<file path="config.mk">
export PLATFORM = sky130hd
export DESIGN_NAME = indexed_char_list_engine_unit
export DESIGN_NICKNAME = d
export VERILOG_FILES = /design/src/design/icle_pkg.sv /design/src/design/icle_ram.sv /design/src/design/icle_ctrl.sv /design/src/design/icle_dp.sv /design/src/design/indexed_char_list_engine_unit.sv
export SDC_FILE = /design/constraint.sdc
export NUM_CORES = 1
export LEC_CHECK = 0
export ABC_AREA = 1
export ABC_CLOCK_PERIOD_IN_PS = 3240
export BUFFER_PORTS_ARGS = -buffer_cell sky130_fd_sc_hd__buf_2
export CORE_MARGIN = 2
export CORE_UTILIZATION = 47
export CTS_BUF_LIST = sky130_fd_sc_hd__clkbuf_16
export DETAILED_ROUTE_END_ITERATION = 12
export PLACE_DENSITY = 0.61
export SLEW_MARGIN = 20
export SYNTH_ARGS = -nofsm -noshare
export SYNTH_HDL_FRONTEND = slang
export SYNTH_SLANG_ARGS = --single-unit
export TNS_END_PERCENT = 5
</file>
<file path="constraint.sdc">
create_clock -name clock -period 3.24 [get_ports clock]
set_input_delay 0.972 -clock clock [delete_from_list [all_inputs] [get_ports clock]]
set_output_delay 0.972 -clock clock [all_outputs]
set_load 0.005 [all_outputs]
</file>
<file path="src/design/icle_pkg.sv">
`timescale 1ns / 1ps
package icle_pkg;

   localparam int CAPACITY_DEFAULT = 64;

   localparam int FUNC_W   = 4;
   localparam int INDEX_W  = 7;
   localparam int ELEM_W   = 8;
   localparam int COUNT_W  = 7;
   localparam int STATUS_W = 2;

   localparam logic [FUNC_W-1:0] FN_READ       = 4'd0;
   localparam logic [FUNC_W-1:0] FN_REPLACE    = 4'd1;
   localparam logic [FUNC_W-1:0] FN_INSERT     = 4'd2;
   localparam logic [FUNC_W-1:0] FN_REMOVE     = 4'd3;
   localparam logic [FUNC_W-1:0] FN_PUSH_FRONT = 4'd4;
   localparam logic [FUNC_W-1:0] FN_PUSH_BACK  = 4'd5;
   localparam logic [FUNC_W-1:0] FN_POP_FRONT  = 4'd6;
   localparam logic [FUNC_W-1:0] FN_POP_BACK   = 4'd7;
   localparam logic [FUNC_W-1:0] FN_CLEAR      = 4'd8;

   localparam logic [STATUS_W-1:0] STS_OK    = 2'd0;
   localparam logic [STATUS_W-1:0] STS_RANGE = 2'd1;
   localparam logic [STATUS_W-1:0] STS_EMPTY = 2'd2;
   localparam logic [STATUS_W-1:0] STS_FULL  = 2'd3;

   typedef enum logic [3:0] {
      S_IDLE,
      S_EXEC,
      S_SH_UP_RD,
      S_SH_UP_WR,
      S_WR_ELEM,
      S_SH_DN_RD,
      S_SH_DN_WR,
      S_FINISH
   } state_type;

   typedef struct packed {
      logic                latch;
      logic                status_we;
      logic [STATUS_W-1:0] status_code;
      logic                rd_idx;
      logic                rd_up;
      logic                rd_dn;
      logic                wr_elem_idx;
      logic                wr_elem_fill;
      logic                wr_ptr;
      logic                ptr_load_up;
      logic                ptr_load_dn;
      logic                ptr_inc;
      logic                ptr_dec;
      logic                fill_inc;
      logic                fill_dec;
      logic                fill_clr;
      logic                out_load;
   } cmd_type;

   typedef struct packed {
      logic [FUNC_W-1:0] func;
      logic              idx_lt_fill;
      logic              idx_le_fill;
      logic              empty;
      logic              full;
      logic              up_done;
      logic              dn_done;
      logic              out_busy;
   } sts_type;

endpackage

</file>
<file path="src/design/icle_ram.sv">
`timescale 1ns / 1ps
module icle_ram #(
   parameter int  WIDTH  = 8,
   parameter int  DEPTH  = 64,
   localparam int ADDR_W = $clog2(DEPTH)
) (
   input  logic              clock,
   input  logic              wr_en,
   input  logic [ADDR_W-1:0] wr_addr,
   input  logic [WIDTH-1:0]  wr_data,
   input  logic              rd_en,
   input  logic [ADDR_W-1:0] rd_addr,
   output logic [WIDTH-1:0]  rd_data
);

   logic [WIDTH-1:0] mem_ff [DEPTH];
   logic [WIDTH-1:0] rd_data_ff;

   always_ff @(posedge clock) begin
      if (wr_en) begin
         mem_ff[wr_addr] <= wr_data;
      end
      if (rd_en) begin
         rd_data_ff <= mem_ff[rd_addr];
      end
   end

   assign rd_data = rd_data_ff;

endmodule

</file>
<file path="src/design/icle_ctrl.sv">
`timescale 1ns / 1ps
module icle_ctrl (
   input  logic              clock,
   input  logic              reset,
   input  logic              req_valid,
   output logic              req_ready,
   input  icle_pkg::sts_type sts,
   output icle_pkg::cmd_type cmd
);

   icle_pkg::state_type state_ff;
   icle_pkg::state_type state_in;

   always_ff @(posedge clock) begin
      if (reset) begin
         state_ff <= icle_pkg::S_IDLE;
      end else begin
         state_ff <= state_in;
      end
   end

   // next state
   always_comb begin
      state_in = state_ff;
      case (state_ff)
         icle_pkg::S_IDLE: begin
            if (req_valid) begin
               state_in = icle_pkg::S_EXEC;
            end
         end
         icle_pkg::S_EXEC: begin
            state_in = icle_pkg::S_FINISH;
            case (sts.func)
               icle_pkg::FN_INSERT: begin
                  if (sts.idx_le_fill && !sts.full) begin
                     state_in = icle_pkg::S_SH_UP_RD;
                  end
               end
               icle_pkg::FN_PUSH_FRONT: begin
                  if (!sts.full) begin
                     state_in = icle_pkg::S_SH_UP_RD;
                  end
               end
               icle_pkg::FN_REMOVE: begin
                  if (sts.idx_lt_fill) begin
                     state_in = icle_pkg::S_SH_DN_RD;
                  end
               end
               icle_pkg::FN_POP_FRONT: begin
                  if (!sts.empty) begin
                     state_in = icle_pkg::S_SH_DN_RD;
                  end
               end
               default: begin
                  state_in = icle_pkg::S_FINISH;
               end
            endcase
         end
         icle_pkg::S_SH_UP_RD: begin
            state_in = sts.up_done ? icle_pkg::S_WR_ELEM : icle_pkg::S_SH_UP_WR;
         end
         icle_pkg::S_SH_UP_WR: begin
            state_in = icle_pkg::S_SH_UP_RD;
         end
         icle_pkg::S_WR_ELEM: begin
            state_in = icle_pkg::S_FINISH;
         end
         icle_pkg::S_SH_DN_RD: begin
            state_in = sts.dn_done ? icle_pkg::S_FINISH : icle_pkg::S_SH_DN_WR;
         end
         icle_pkg::S_SH_DN_WR: begin
            state_in = icle_pkg::S_SH_DN_RD;
         end
         icle_pkg::S_FINISH: begin
            if (!sts.out_busy) begin
               state_in = icle_pkg::S_IDLE;
            end
         end
         default: begin
            state_in = icle_pkg::S_IDLE;
         end
      endcase
   end

   // outputs
   always_comb begin
      cmd = '0;
      req_ready = 1'b0;
      case (state_ff)
         icle_pkg::S_IDLE: begin
            req_ready = 1'b1;
            cmd.latch = req_valid;
         end
         icle_pkg::S_EXEC: begin
            cmd.status_we   = 1'b1;
            cmd.status_code = icle_pkg::STS_OK;
            case (sts.func)
               icle_pkg::FN_READ: begin
                  if (sts.idx_lt_fill) begin
                     cmd.rd_idx = 1'b1;
                  end else begin
                     cmd.status_code = icle_pkg::STS_RANGE;
                  end
               end
               icle_pkg::FN_REPLACE: begin
                  if (sts.idx_lt_fill) begin
                     cmd.wr_elem_idx = 1'b1;
                  end else begin
                     cmd.status_code = icle_pkg::STS_RANGE;
                  end
               end
               icle_pkg::FN_INSERT: begin
                  if (!sts.idx_le_fill) begin
                     cmd.status_code = icle_pkg::STS_RANGE;
                  end else if (sts.full) begin
                     cmd.status_code = icle_pkg::STS_FULL;
                  end else begin
                     cmd.ptr_load_up = 1'b1;
                  end
               end
               icle_pkg::FN_REMOVE: begin
                  if (sts.idx_lt_fill) begin
                     cmd.ptr_load_dn = 1'b1;
                  end else begin
                     cmd.status_code = icle_pkg::STS_RANGE;
                  end
               end
               icle_pkg::FN_PUSH_FRONT: begin
                  if (sts.full) begin
                     cmd.status_code = icle_pkg::STS_FULL;
                  end else begin
                     cmd.ptr_load_up = 1'b1;
                  end
               end
               icle_pkg::FN_PUSH_BACK: begin
                  if (sts.full) begin
                     cmd.status_code = icle_pkg::STS_FULL;
                  end else begin
                     cmd.wr_elem_fill = 1'b1;
                     cmd.fill_inc     = 1'b1;
                  end
               end
               icle_pkg::FN_POP_FRONT: begin
                  if (sts.empty) begin
                     cmd.status_code = icle_pkg::STS_EMPTY;
                  end else begin
                     cmd.ptr_load_dn = 1'b1;
                  end
               end
               icle_pkg::FN_POP_BACK: begin
                  if (sts.empty) begin
                     cmd.status_code = icle_pkg::STS_EMPTY;
                  end else begin
                     cmd.fill_dec = 1'b1;
                  end
               end
               icle_pkg::FN_CLEAR: begin
                  cmd.fill_clr = 1'b1;
               end
               default: begin
                  cmd.status_code = icle_pkg::STS_OK;
               end
            endcase
         end
         icle_pkg::S_SH_UP_RD: begin
            cmd.rd_up = !sts.up_done;
         end
         icle_pkg::S_SH_UP_WR: begin
            cmd.wr_ptr  = 1'b1;
            cmd.ptr_dec = 1'b1;
         end
         icle_pkg::S_WR_ELEM: begin
            cmd.wr_elem_idx = 1'b1;
            cmd.fill_inc    = 1'b1;
         end
         icle_pkg::S_SH_DN_RD: begin
            cmd.rd_dn    = !sts.dn_done;
            cmd.fill_dec = sts.dn_done;
         end
         icle_pkg::S_SH_DN_WR: begin
            cmd.wr_ptr  = 1'b1;
            cmd.ptr_inc = 1'b1;
         end
         icle_pkg::S_FINISH: begin
            cmd.out_load = !sts.out_busy;
         end
         default: begin
            cmd = '0;
         end
      endcase
   end

endmodule

</file>
<file path="src/design/icle_dp.sv">
`timescale 1ns / 1ps
module icle_dp #(
   parameter int CAPACITY = icle_pkg::CAPACITY_DEFAULT
) (
   input  logic                          clock,
   input  logic                          reset,
   input  logic [icle_pkg::FUNC_W-1:0]   req_func,
   input  logic [icle_pkg::INDEX_W-1:0]  req_index,
   input  logic [icle_pkg::ELEM_W-1:0]   req_elem,
   output logic                          rsp_valid,
   input  logic                          rsp_ready,
   output logic [icle_pkg::ELEM_W-1:0]   rsp_data,
   output logic [icle_pkg::COUNT_W-1:0]  rsp_count,
   output logic [icle_pkg::STATUS_W-1:0] rsp_status,
   input  icle_pkg::cmd_type             cmd,
   output icle_pkg::sts_type             sts
);

   localparam int AW   = $clog2(CAPACITY);
   localparam int CW   = $clog2(CAPACITY + 1);
   localparam int CMPW = (CW > icle_pkg::INDEX_W) ? CW : icle_pkg::INDEX_W;

   logic [icle_pkg::FUNC_W-1:0]   func_ff;
   logic [icle_pkg::INDEX_W-1:0]  idx_ff;
   logic [icle_pkg::ELEM_W-1:0]   elem_ff;
   logic                          rd_sel_ff;
   logic [icle_pkg::STATUS_W-1:0] status_ff;
   logic [CW-1:0]                 fill_ff;
   logic [CW-1:0]                 fill_in;
   logic [CW-1:0]                 ptr_ff;
   logic [CW-1:0]                 ptr_in;
   logic                          rsp_valid_ff;
   logic [icle_pkg::ELEM_W-1:0]   rsp_data_ff;
   logic [icle_pkg::COUNT_W-1:0]  rsp_count_ff;
   logic [icle_pkg::STATUS_W-1:0] rsp_status_ff;

   logic [CMPW-1:0]             idx_ext;
   logic [CMPW-1:0]             fill_ext;
   logic [CW-1:0]               ptr_m1;
   logic [CW-1:0]               ptr_p1;
   logic [CW:0]                 ptr_p1_wide;
   logic                        ram_wr_en;
   logic [AW-1:0]               ram_wr_addr;
   logic [icle_pkg::ELEM_W-1:0] ram_wr_data;
   logic                        ram_rd_en;
   logic [AW-1:0]               ram_rd_addr;
   logic [icle_pkg::ELEM_W-1:0] ram_rd_data;
   logic                        front_op;

   assign idx_ext     = CMPW'(idx_ff);
   assign fill_ext    = CMPW'(fill_ff);
   assign ptr_m1      = ptr_ff - 1'b1;
   assign ptr_p1      = ptr_ff + 1'b1;
   assign ptr_p1_wide = {1'b0, ptr_ff} + 1'b1;
   assign front_op    = (req_func == icle_pkg::FN_PUSH_FRONT) ||
                        (req_func == icle_pkg::FN_POP_FRONT);

   // request hold, plus status and shift pointer registers
   always_ff @(posedge clock) begin
      if (cmd.latch) begin
         func_ff <= req_func;
         idx_ff  <= front_op ? '0 : req_index;
         elem_ff <= req_elem;
      end
      if (cmd.status_we) begin
         status_ff <= cmd.status_code;
      end
      ptr_ff <= ptr_in;
   end

   always_ff @(posedge clock) begin
      if (reset) begin
         rd_sel_ff    <= 1'b0;
         fill_ff      <= '0;
         rsp_valid_ff <= 1'b0;
      end else begin
         if (cmd.latch) begin
            rd_sel_ff <= 1'b0;
         end else if (cmd.rd_idx) begin
            rd_sel_ff <= 1'b1;
         end
         fill_ff      <= fill_in;
         rsp_valid_ff <= cmd.out_load || (rsp_valid_ff && !rsp_ready);
      end
   end

   always_comb begin
      fill_in = fill_ff;
      if (cmd.fill_clr) begin
         fill_in = '0;
      end else if (cmd.fill_inc) begin
         fill_in = fill_ff + 1'b1;
      end else if (cmd.fill_dec) begin
         fill_in = fill_ff - 1'b1;
      end
   end

   always_comb begin
      ptr_in = ptr_ff;
      if (cmd.ptr_load_up) begin
         ptr_in = fill_ff;
      end else if (cmd.ptr_load_dn) begin
         ptr_in = idx_ext[CW-1:0];
      end else if (cmd.ptr_dec) begin
         ptr_in = ptr_m1;
      end else if (cmd.ptr_inc) begin
         ptr_in = ptr_p1;
      end
   end

   // memory port steering
   always_comb begin
      ram_wr_en   = cmd.wr_elem_idx || cmd.wr_elem_fill || cmd.wr_ptr;
      ram_wr_addr = ptr_ff[AW-1:0];
      ram_wr_data = ram_rd_data;
      if (cmd.wr_elem_idx) begin
         ram_wr_addr = idx_ext[AW-1:0];
         ram_wr_data = elem_ff;
      end else if (cmd.wr_elem_fill) begin
         ram_wr_addr = fill_ff[AW-1:0];
         ram_wr_data = elem_ff;
      end
   end

   always_comb begin
      ram_rd_en   = cmd.rd_idx || cmd.rd_up || cmd.rd_dn;
      ram_rd_addr = idx_ext[AW-1:0];
      if (cmd.rd_up) begin
         ram_rd_addr = ptr_m1[AW-1:0];
      end else if (cmd.rd_dn) begin
         ram_rd_addr = ptr_p1[AW-1:0];
      end
   end

   icle_ram #(
      .WIDTH (icle_pkg::ELEM_W),
      .DEPTH (CAPACITY)
   ) u_cells (
      .clock   (clock),
      .wr_en   (ram_wr_en),
      .wr_addr (ram_wr_addr),
      .wr_data (ram_wr_data),
      .rd_en   (ram_rd_en),
      .rd_addr (ram_rd_addr),
      .rd_data (ram_rd_data)
   );

   // result register
   always_ff @(posedge clock) begin
      if (cmd.out_load) begin
         rsp_data_ff   <= rd_sel_ff ? ram_rd_data : '0;
         rsp_count_ff  <= fill_ext[icle_pkg::COUNT_W-1:0];
         rsp_status_ff <= status_ff;
      end
   end

   assign rsp_valid  = rsp_valid_ff;
   assign rsp_data   = rsp_data_ff;
   assign rsp_count  = rsp_count_ff;
   assign rsp_status = rsp_status_ff;

   always_comb begin
      sts.func        = func_ff;
      sts.idx_lt_fill = idx_ext < fill_ext;
      sts.idx_le_fill = idx_ext <= fill_ext;
      sts.empty       = fill_ff == '0;
      sts.full        = fill_ff == CW'(CAPACITY);
      sts.up_done     = CMPW'(ptr_ff) == idx_ext;
      sts.dn_done     = ptr_p1_wide >= {1'b0, fill_ff};
      sts.out_busy    = rsp_valid_ff && !rsp_ready;
   end

   a_fill_bound: assert property (@(posedge clock) disable iff (reset)
      fill_ff <= CW'(CAPACITY))
      else $error("fill above capacity");

   a_no_overwrite: assert property (@(posedge clock) disable iff (reset)
      cmd.out_load |-> !(rsp_valid_ff && !rsp_ready))
      else $error("result register overwritten while held");

   a_inc_not_full: assert property (@(posedge clock) disable iff (reset)
      cmd.fill_inc |-> fill_ff != CW'(CAPACITY))
      else $error("fill raised on a full list");

   a_dec_not_empty: assert property (@(posedge clock) disable iff (reset)
      cmd.fill_dec |-> fill_ff != '0)
      else $error("fill lowered on an empty list");

   a_shift_in_range: assert property (@(posedge clock) disable iff (reset)
      cmd.wr_ptr |-> ptr_ff < fill_ff || (ptr_ff == fill_ff && fill_ff != CW'(CAPACITY)))
      else $error("shift write outside the list");

endmodule

</file>
<file path="src/design/indexed_char_list_engine_unit.sv">
`timescale 1ns / 1ps
// Ordered byte list of CAPACITY entries held in a RAM with one read and one
// write port, one item in flight at a time. Read, replace, push back, pop back,
// clear and any refused request pass through the execute and finish states
// only, and the next item is taken once the block is back in idle. Insert, push
// front, remove and pop front move entries one at a time through the RAM, a
// read and then a write for every entry moved. Insert and push front move every
// entry from the index to the end of the list and then write the new entry;
// remove and pop front move the entries above the index and then lower the
// fill. A finished result sits in an output register, so the block returns to
// accepting as soon as that register is free.
module indexed_char_list_engine_unit #(
   parameter int CAPACITY = icle_pkg::CAPACITY_DEFAULT
) (
   input  logic                          clock,
   input  logic                          reset,
   input  logic                          req_valid,
   output logic                          req_ready,
   input  logic [icle_pkg::FUNC_W-1:0]   req_func,
   input  logic [icle_pkg::INDEX_W-1:0]  req_index,
   input  logic [icle_pkg::ELEM_W-1:0]   req_elem,
   output logic                          rsp_valid,
   input  logic                          rsp_ready,
   output logic [icle_pkg::ELEM_W-1:0]   rsp_data,
   output logic [icle_pkg::COUNT_W-1:0]  rsp_count,
   output logic [icle_pkg::STATUS_W-1:0] rsp_status
);

   icle_pkg::cmd_type cmd;
   icle_pkg::sts_type sts;

   icle_ctrl u_ctrl (
      .clock     (clock),
      .reset     (reset),
      .req_valid (req_valid),
      .req_ready (req_ready),
      .sts       (sts),
      .cmd       (cmd)
   );

   icle_dp #(
      .CAPACITY (CAPACITY)
   ) u_dp (
      .clock      (clock),
      .reset      (reset),
      .req_func   (req_func),
      .req_index  (req_index),
      .req_elem   (req_elem),
      .rsp_valid  (rsp_valid),
      .rsp_ready  (rsp_ready),
      .rsp_data   (rsp_data),
      .rsp_count  (rsp_count),
      .rsp_status (rsp_status),
      .cmd        (cmd),
      .sts        (sts)
   );

endmodule

</file>
==> out/qor.yml <==
synthMuxAreaShare: 0
crit_arrival_ns: 3.77
min_period_over_period: 1.042
hold_viol: 0
areaGrowthSynthToFinish_pct: 24.06
nNetsFinal: 2915
relSlewSlack: 0.5235
critPathKind: "flip-flop to flip-flop"
yosysWarnings: 0
grt_max_degree: 65
powerDensity_nw_per_um2: 1012
viasPerCell: 5.365
final.setup.worst_slack_ns: -0.1353
seq_area_frac_synth: 0.6553
clk_root_buffer_cell: "clkbuf_16"
tritoncts: "done"
clkTransAtPathRegs_ns: 0.06
firstDrtPassIters: 6
setup_violations: 8
drt_iter0_drc: 2206
fp.dieH_um: 240.4
wl_per_cell_um: 20.52
cts_buffers: 61
hold_depth: 0
synth_compound_area_frac: 0.01706
tightestPinTransition_ns: 0.7100
r2r_start: "u_dp.ptr_ff[1]"
io_pins: 42
synthCells: 2617
cts_buffer_depth: 3
portBuffers: 41
synth_top_cells_by_area: "edfxtp_1, nand2_1, nand3_1"
die_area_um2: 57780
track_usage: 0.2600
synth-simple-area-share: 0.2347
violations: "setup timing"
grt_pass1_vias: 19049
cp_max_fo: 8
clkSinkCount: 577
crit_path_start_kind: "flip-flop"
start_util: 0.4757
max-vdd-ir-drop_uv: 840.9
overflow: 0
hp-start: "u_dp.status_ff[1]"
fin_worst_skew_ns: 0.03403
post-place-ws_ns: -0.4924
grt_pass1_wl_mm: 113.0
die_w_um: 240.4
fin_hold_ws_ns: 0.4287
r2r_setup_slack_ns: -0.14
drc: 0
endpoint_kind: "flip-flop"
rows: 86
synthesis.area_um2: 26260
final_util: 0.5902
final_cell_mix: "nand2_1, edfxtp_1, nand3_1"
drive_gt1_frac: 0.1963
rsz0062_at_grt: "true"
hold_end: "u_dp.rsp_status[1]"
antenna_left: 0
synth.net_count: 2662
synthXorXnorAreaFrac: 0.005337
syn_area_per_cell_um2: 10.03
hold_path_class: "flip-flop to flip-flop"
power.leakage_nw: 13.75
status: "complete, but fails checks"
synth_top_family_by_area: "simple AND/OR/NAND/NOR gates"
final_common_cell: "nand2_1"
fin_crit_ns: 3.375
cp.required_ns: 3.63
synth-seq-cells: 577
max_cap_violations: 0
ys_types: 38
coreArea_um2: 55200
synth_top_cell_by_area: "edfxtp_1"
synth-adder-area-share: 0.01077
num_vias: 19680
fill_cells: 4529
finalWirelength_mm: 75.28
place_hpwl_mm: 46.67
finalMaxSlewViolations: 0
worstSkewPairLatency_ns: 0.65
htree_levels: 2
worst_r2r_endpoint: "u_dp.u_cells.rd_data[5]"
crit_path_start: "u_dp.ptr_ff[1]"
cts_hold_buffers: 0
synth_top_area_frac: 0.6461
setup-tns-final_ns: -0.7753
reg2regPathDepth: 22
antenna_found_initial: 1
place_congestion: 0.9156
timing.fmax_mhz: 296.3
==> what timing repair did <==
action / 4_1_cts / 5_1_grt
endpoints found under the setup margin: 33 / 485
hold endpoints to repair: 0 / 0
gates cloned: 6 / 8
pin swaps: 26 / 19
setup buffers: 10 / 9
gates resized for setup: 127 / 69
==> layer usage <==
metal / wire length [um] / share of wire / GRT usage
met5: 7 / 0.000093 / 0
met4: 2360 / 0.031 / 0.09543
met3: 6027 / 0.080 / 0.03858
met2: 34690 / 0.46 / 0.4158
met1: 32190 / 0.43 / 0.3616
==> layout make-up <==
cell class	count	area [um^2]	share of cell area
inverters	351	1324	0.04063
repair buffers	316	3239	0.09944
flip-flops and latches	577	17210	0.5282
clock inverters	50	432.9	0.01329
multi-input cells	1563	7885	0.2420
diodes	1	2.502	0.00007681
clock buffers	62	1551	0.04762
well taps	748	935.9	0.02873
==> report_power, final <==
group / total (mW) / internal [mW] / switching (mW)
Sequential: 10.1 / 9.91 / 0.230
Clock: 6.92 / 4.01 / 2.91
Combinational: 15.9 / 5.62 / 10.3
==> critical path, cell delays in order (launching register included) <==
cell	delay, ns
edfxtp_1	0.40
ha_2	0.23
nand2_4	0.07
nor2_4	0.08
inv_1	0.06
nor2_1	0.08
nor2_1	0.07
ha_1	0.29
and3_4	0.20
nand2_4	0.06
nand3_4	0.12
buf_6	0.13
nand3_4	0.09
nand2_8	0.20
buf_12	0.18
buf_4	0.16
nand2_1	0.07
nand3_1	0.12
nand3_1	0.11
nand3_1	0.11
nand3_2	0.11
nand3_1	0.11
nand2_1	0.06
==> kinds of logic after synthesis <==
logic type	Yosys count
flops	577
compound gates	81
fa+ha+maj	22
xor+xnor	16
simple gates	1444
buf+inv	477
==> registers in the layout, summed over array words and instances (netlist names) <==
signal	flops
u_dp.elem_ff	8
u_dp.u_cells.rd_data	8
u_dp.rsp_count	7
u_dp.u_cells.mem_ff	512
u_dp.rsp_status	2
u_dp.rsp_valid	1
u_dp.ptr_ff	7
u_ctrl.state_ff	3
u_dp.rd_sel_ff	1
u_dp.fill_ext	7
u_dp.func_ff	4
u_dp.status_ff	2
u_dp.idx_ext	7
u_dp.rsp_data	8
==> cell usage after synthesis, drive strengths merged <==
cell type and n:
nand3 495, o22ai 1, buf 112, xor2 7
a211oi 1, nor2 101, o211ai 5, o221ai 1
clkbuf 14, or3b 1, xnor2 9, edfxtp 565
inv 351, nor4 2, o21a 1, dfxtp 12
o32ai 1, or2 1, and2 1, o21ai 39
o31ai 1, fa 1, and3 1, ha 21
nor3 20, nand4 10, a31oi 5, a21oi 26
nand2 812
==> worst max path at each step <==
stage | end | slack, ns
2_1_floorplan | u_dp.u_cells.mem_ff[32][0] | 0.12
3_3_place_gp | u_dp.u_cells.rd_data[4] | -0.49
3_5_place_dp | u_dp.u_cells.rd_data[4] | -0.49
4_1_cts | u_dp.u_cells.rd_data[2] | -0.05
5_1_grt | u_dp.u_cells.rd_data[5] | -0.32
6_report | u_dp.u_cells.rd_data[5] | -0.14
==> per-stage QoR <==
step                total power, mW  cells  instance area [um^2]
floorplan                     17.77   2617                 26270
CTS                           31.96   3650                 31970
detailed placement            23.71   3522                 29150
global route                  34.57   3667                 32580
global placement              23.61   3522                 29150
finish                        32.98   3668                 32580
(Power assumes the default switching activity.)
